===== config.mk =====
export PLATFORM = sky130hd
export DESIGN_NAME = qvr_sat
export DESIGN_NICKNAME = d
export VERILOG_FILES = /design/src/qvr_pkg.sv /design/src/qvr_sat.sv
export SDC_FILE = /design/constraint.sdc
export NUM_CORES = 1
export LEC_CHECK = 0
export ABC_AREA = 1
export BUFFER_PORTS_ARGS = -buffer_cell sky130_fd_sc_hd__buf_2
export CORE_AREA = 2 2 39 41
export DETAILED_ROUTE_END_ITERATION = 16
export DIE_AREA = 0 0 41 43
export MAX_ROUTING_LAYER = met4
export PLACE_DENSITY_LB_ADDON = 0.12
export SLEW_MARGIN = 5
export SYNTH_ARGS = -nofsm -noshare
export SYNTH_HDL_FRONTEND = slang
export SYNTH_SLANG_ARGS = --single-unit

===== constraint.sdc =====
create_clock -name vclk -period 0.8
set_input_delay 0 -clock vclk [all_inputs]
set_output_delay 0 -clock vclk [all_outputs]
set_load 0.02 [all_outputs]

===== src/qvr_pkg.sv =====
// ----------------------------------------------------------------------------
// qvr_pkg
// shared constants and register codes for the quaternion vector rotator
// ----------------------------------------------------------------------------
`default_nettype none

package qvr_pkg;

  // default field widths
  localparam int VEC_BITS_DEF       = 16;
  localparam int QUAT_FRAC_BITS_DEF = 14;

  // fixed widths
  localparam int QUAT_BITS    = 16;
  localparam int OUT_BITS     = 18;
  localparam int H_BITS       = 16;
  localparam int CFG_BITS     = 16;
  localparam int CFG_IDX_BITS = 2;

  // quaternion register indexes
  typedef enum logic [CFG_IDX_BITS-1:0] {
    REG_ROT_W = 2'd0,
    REG_ROT_X = 2'd1,
    REG_ROT_Y = 2'd2,
    REG_ROT_Z = 2'd3
  } cfg_reg_t;

  // reset quaternion is the identity, 1.0 in Q2.14
  localparam logic signed [QUAT_BITS-1:0] ROT_W_RESET = 16'sd16384;
  localparam logic signed [QUAT_BITS-1:0] ROT_V_RESET = 16'sd0;

  // pipeline depth from accept to result strobe
  localparam int LATENCY = 6;

endpackage

`default_nettype wire


===== src/qvr_sat.sv =====
// ----------------------------------------------------------------------------
// qvr_sat
// arithmetic shift of a rounded accumulator and clip to the output width
// ----------------------------------------------------------------------------
`default_nettype none

module qvr_sat #(
  parameter int ACC_BITS = 54,
  parameter int SHIFT    = 28
) (
  input  wire logic signed [ACC_BITS-1:0]          acc,
  output logic signed [qvr_pkg::OUT_BITS-1:0]      y,
  output logic                                     clip
);

  localparam int OB = qvr_pkg::OUT_BITS;
  localparam logic signed [ACC_BITS-1:0] MAXV = ACC_BITS'(2**(OB-1) - 1);
  localparam logic signed [ACC_BITS-1:0] MINV = ACC_BITS'(-(2**(OB-1)));

  logic signed [ACC_BITS-1:0] shifted;

  always_comb begin
    shifted = acc >>> SHIFT;
    if (shifted > MAXV) begin
      y    = {1'b0, {(OB-1){1'b1}}};
      clip = 1'b1;
    end else if (shifted < MINV) begin
      y    = {1'b1, {(OB-1){1'b0}}};
      clip = 1'b1;
    end else begin
      y    = OB'(shifted);
      clip = 1'b0;
    end
  end

endmodule

`default_nettype wire


-- Word level (Yosys, flattened, before mapping)
Index checks and enable logic that the tools add are counted.
- bits in latches: 0
- memories kept: 0
- memory bits (read-only): 0
- input port bits: 54
- word-level logic and storage cells: 6
- output and inout bits: 19
- RAM bits: 0
- register bits: 0
- reductions and logical operators: 0
- shift-type cells: 0
- muxes and demuxes: 4
- add/sub/neg operators: 0
- eq/ne operators: 0
- div/mod/pow operators: 0
- bitwise gates (word level): 0
- $lt $le $gt $ge: 2
- $mul: 0
- operators by type and width (cell ; count):
    $mux 18 ; 2
    $gt 26x18->1 const B ; 1
    $lt 26x18->1 const B ; 1
    $mux 1 ; 2

-- Depth between registers and ports, before layout
- word-level depth: 3
- depth in mapped cells: 7
- gate-level depth less buffers: 6

-- Least setup slack after synthesis
No wires, ideal clock.
- path type: input to output
- from: input acc[49]
- to: output y[10] (netlist bit)
- stages on the path: 5
- path slack: 0.128 ns
- arrival: 0.672 ns
- data required time: 0.800 ns
- cells stage by stage: nor2_2 > nand2_2 > o21bai_4 > buf_6 > nand2_1
- longest elaborated chain between the ends: 3
- ends and longest elaborated chain (what ; RTL line ; text):
    start, declared ; qvr_sat.sv:11 ; input wire logic signed [ACC_BITS-1:0] acc,
    $lt 26x18->1 ; qvr_sat.sv:27 ; end else if (shifted < MINV) begin
    $mux 18 ; qvr_sat.sv:27 ;
    $mux 18 * ; qvr_sat.sv:24 ; if (shifted > MAXV) begin
    end, declared ; qvr_sat.sv:12 ; output logic signed [qvr_pkg::OUT_BITS-1:0] y,
Every way passes the cells marked *; elsewhere a longest branch is shown, timed or not.

-- Final worst setup path
- from: input acc[46]
- to: output y[7] (netlist bit)
Same word-level chain as after synthesis.

==> flow_summary.ini <==
[power]
powerDensity_nw_per_um2 = 634.7
p_leak_nw = 0.4227
ir_drop_v = 0.0003445
p_int_mw = 0.2446
netSwitchingFraction = 0.5041
comb_power_share = 1.000
seqPwrFrac = 0
p_clk_frac = 0
power_switching_mw = 0.2486

[timing]
setup_viol = 18
finalHoldViolations = 0
worst_pin_slew_ns = 0.2202
post-route-min-period_ns = 0.8368
rsz0062_at_grt = true
finalCritPeriodShare = 1.046
max_slew_margin = 0.8532
setup_slack_ns = -0.03680
fmax_mhz = 1195
drv_slew = 0

[synthesis]
netlist_instances = 53
synth_cell_types = 8
synth_fa_ha_area_frac = 0
yosys.area.top_type = nand2_1
synth_top_family_by_area = simple AND/OR/NAND/NOR gates
syn-cell-area_um2 = 246.5
synth-seq-area-share = 0
synth_compound_area_frac = 0.07614
synth_xor_area_frac = 0
yosysWarnings = 0
synth_area_leaders = nand2_1 (61%), buf_6 (9.1%), o21bai_4 (7.6%)
netlist.area_leader.share = 0.6091
syn_area_per_cell_um2 = 4.651
syn_nets = 107
synthSimpleGateAreaFrac = 0.8173
muxShareOfSynthArea = 0

[layout]
fin_area_um2 = 777.0
drive_gt1_frac = 0.7426
syn_to_final_growth_pct = 215.2
nClkBuffers = 0
diodes = 0
mostFrequentLayoutCells = nand2_1 (26), buf_2 (24), buf_6 (22)
final_core_util = 0.5615
regArea_um2 = 0
layout_commonest_cell = nand2_1
fillerInstances = 140
nets = 157
seq_cell_count = 0

[status]
status = complete, but fails checks
violations = setup timing

[critical_path]
critPathMaxFanout = 8
endpoint_kind = output pin
crit_arrival_ns = 0.84
cp-start-kind = input pin
setup.worst_path.class = in -> out
critPathCapture = y[7]
crit_required_ns = 0.80
crit_start = acc[46]

[grt]
overflow = 0
grt_pass1_vias = 413
antenna_found_initial = 0
use_met3 = 0
met2_usage = 0.2313
grt_pass1_wl_mm = 1.573
grt_usage = 0.1238
grt_max_degree = 11
grt_use_met1 = 0.1487
top_usage_layer = met2

[route]
dr.pass1.iters = 1
drt.antenna.violating_nets = 0
drt_iter0_markers = 0
drc = 0
vias = 508
via_per_inst = 4.342
postRouteWirelength_mm = 1.212
wl_per_cell_um = 10.36

[floorplanning]
die_y_um = 43
dieArea_um2 = 1763
core_area_um2 = 1384
rows = 14
ioPinCount = 73
die_w_um = 41
initial_core_util = 0.1781

[placement]
gp_routability_congestion = 0.6536
post_dp_cell_area_um2 = 480.5
io_buffer_count = 45
dp_hpwl_um = 668.3

[hold_path]
hold_path_class = in -> out

[clock_tree]
cts-hold-fix-buffers = 0
post-cts-setup-buffer-count = 0

[run]
max-cap-violations = 0
[cell families after synthesis]
kind of cell,count (synthesis)
and+or+nand+nor,49
buffers and inverters,3
AOI/OAI and AO/OA,1
[Yosys cell counts]
cell type	number
buf_6	2
clkbuf_1	1
nand2_1	40
nand2_2	2
nand2_4	1
nor2_1	4
nor2_2	2
o21bai_4	1
[power groups by stage]
stage	combinational, mW	clock, mW	sequential, mW
after floorplan	0.181	0	0
after global placement	0.310	0	0
after detailed placement	0.310	0	0
after CTS	0.354	0	0
after global routing	0.530	0	0
final	0.493	0	0
[what timing repair did]
item / in CTS / in global routing
gates resized for setup: 17 / 62
setup endpoints to repair: 18 / 18
pin swaps: 3 / 15
cloned: 3 / 1
hold endpoints to repair: 0 / 0
[per-stage QoR]
stage | setup TNS (ns) | power (mW) | worst slack, ns | std cells | hold WS [ns]
2_1_floorplan | 0 | 0.1810 | 0.1278 | 53 | 0.1437
3_3_place_gp | -0.09545 | 0.3095 | -0.02019 | 113 | 0.2830
3_5_place_dp | -0.1631 | 0.3104 | -0.02321 | 113 | 0.2820
4_1_cts | -0.004998 | 0.3539 | -0.002463 | 116 | 0.2969
5_1_grt | -1.344 | 0.5298 | -0.08988 | 117 | 0.3076
6_report | -0.3448 | 0.4932 | -0.03680 | 117 | 0.2909
[per-layer routing]
layer,up-vias,part of all wire
li1,260,-
met1,216,0.39
met2,32,0.52
met3,0,0.093
met4,0,0
met5,-,0
[how the worst min path moves through the flow]
stage | start | endpoint | slack [ns] | cells past startpoint
finish | acc[41] | y[13] | 0.29 | 4
global route | acc[36] | y[8] | 0.31 | 4
CTS | acc[44] | y[16] | 0.30 | 4
detailed placement | acc[53] | y[17] | 0.28 | 2
global placement | acc[53] | y[17] | 0.28 | 2
floorplan | acc[53] | y[17] | 0.14 | 1
[final cells by class]
cell class	instances	area [µm²]	area share
well taps	16	20.02	0.02576
repair buffers	48	402.9	0.5185
multi-input cells	53	354.1	0.4557
[worst max-delay path, cell delays in order]
cell      delay, ns
buf_6          0.10
nor2_4         0.09
nand2_2        0.07
o21bai_4       0.21
buf_12         0.18
nand2_4        0.05
buf_6          0.12
Note: power is estimated with default switching activity, not from simulation.
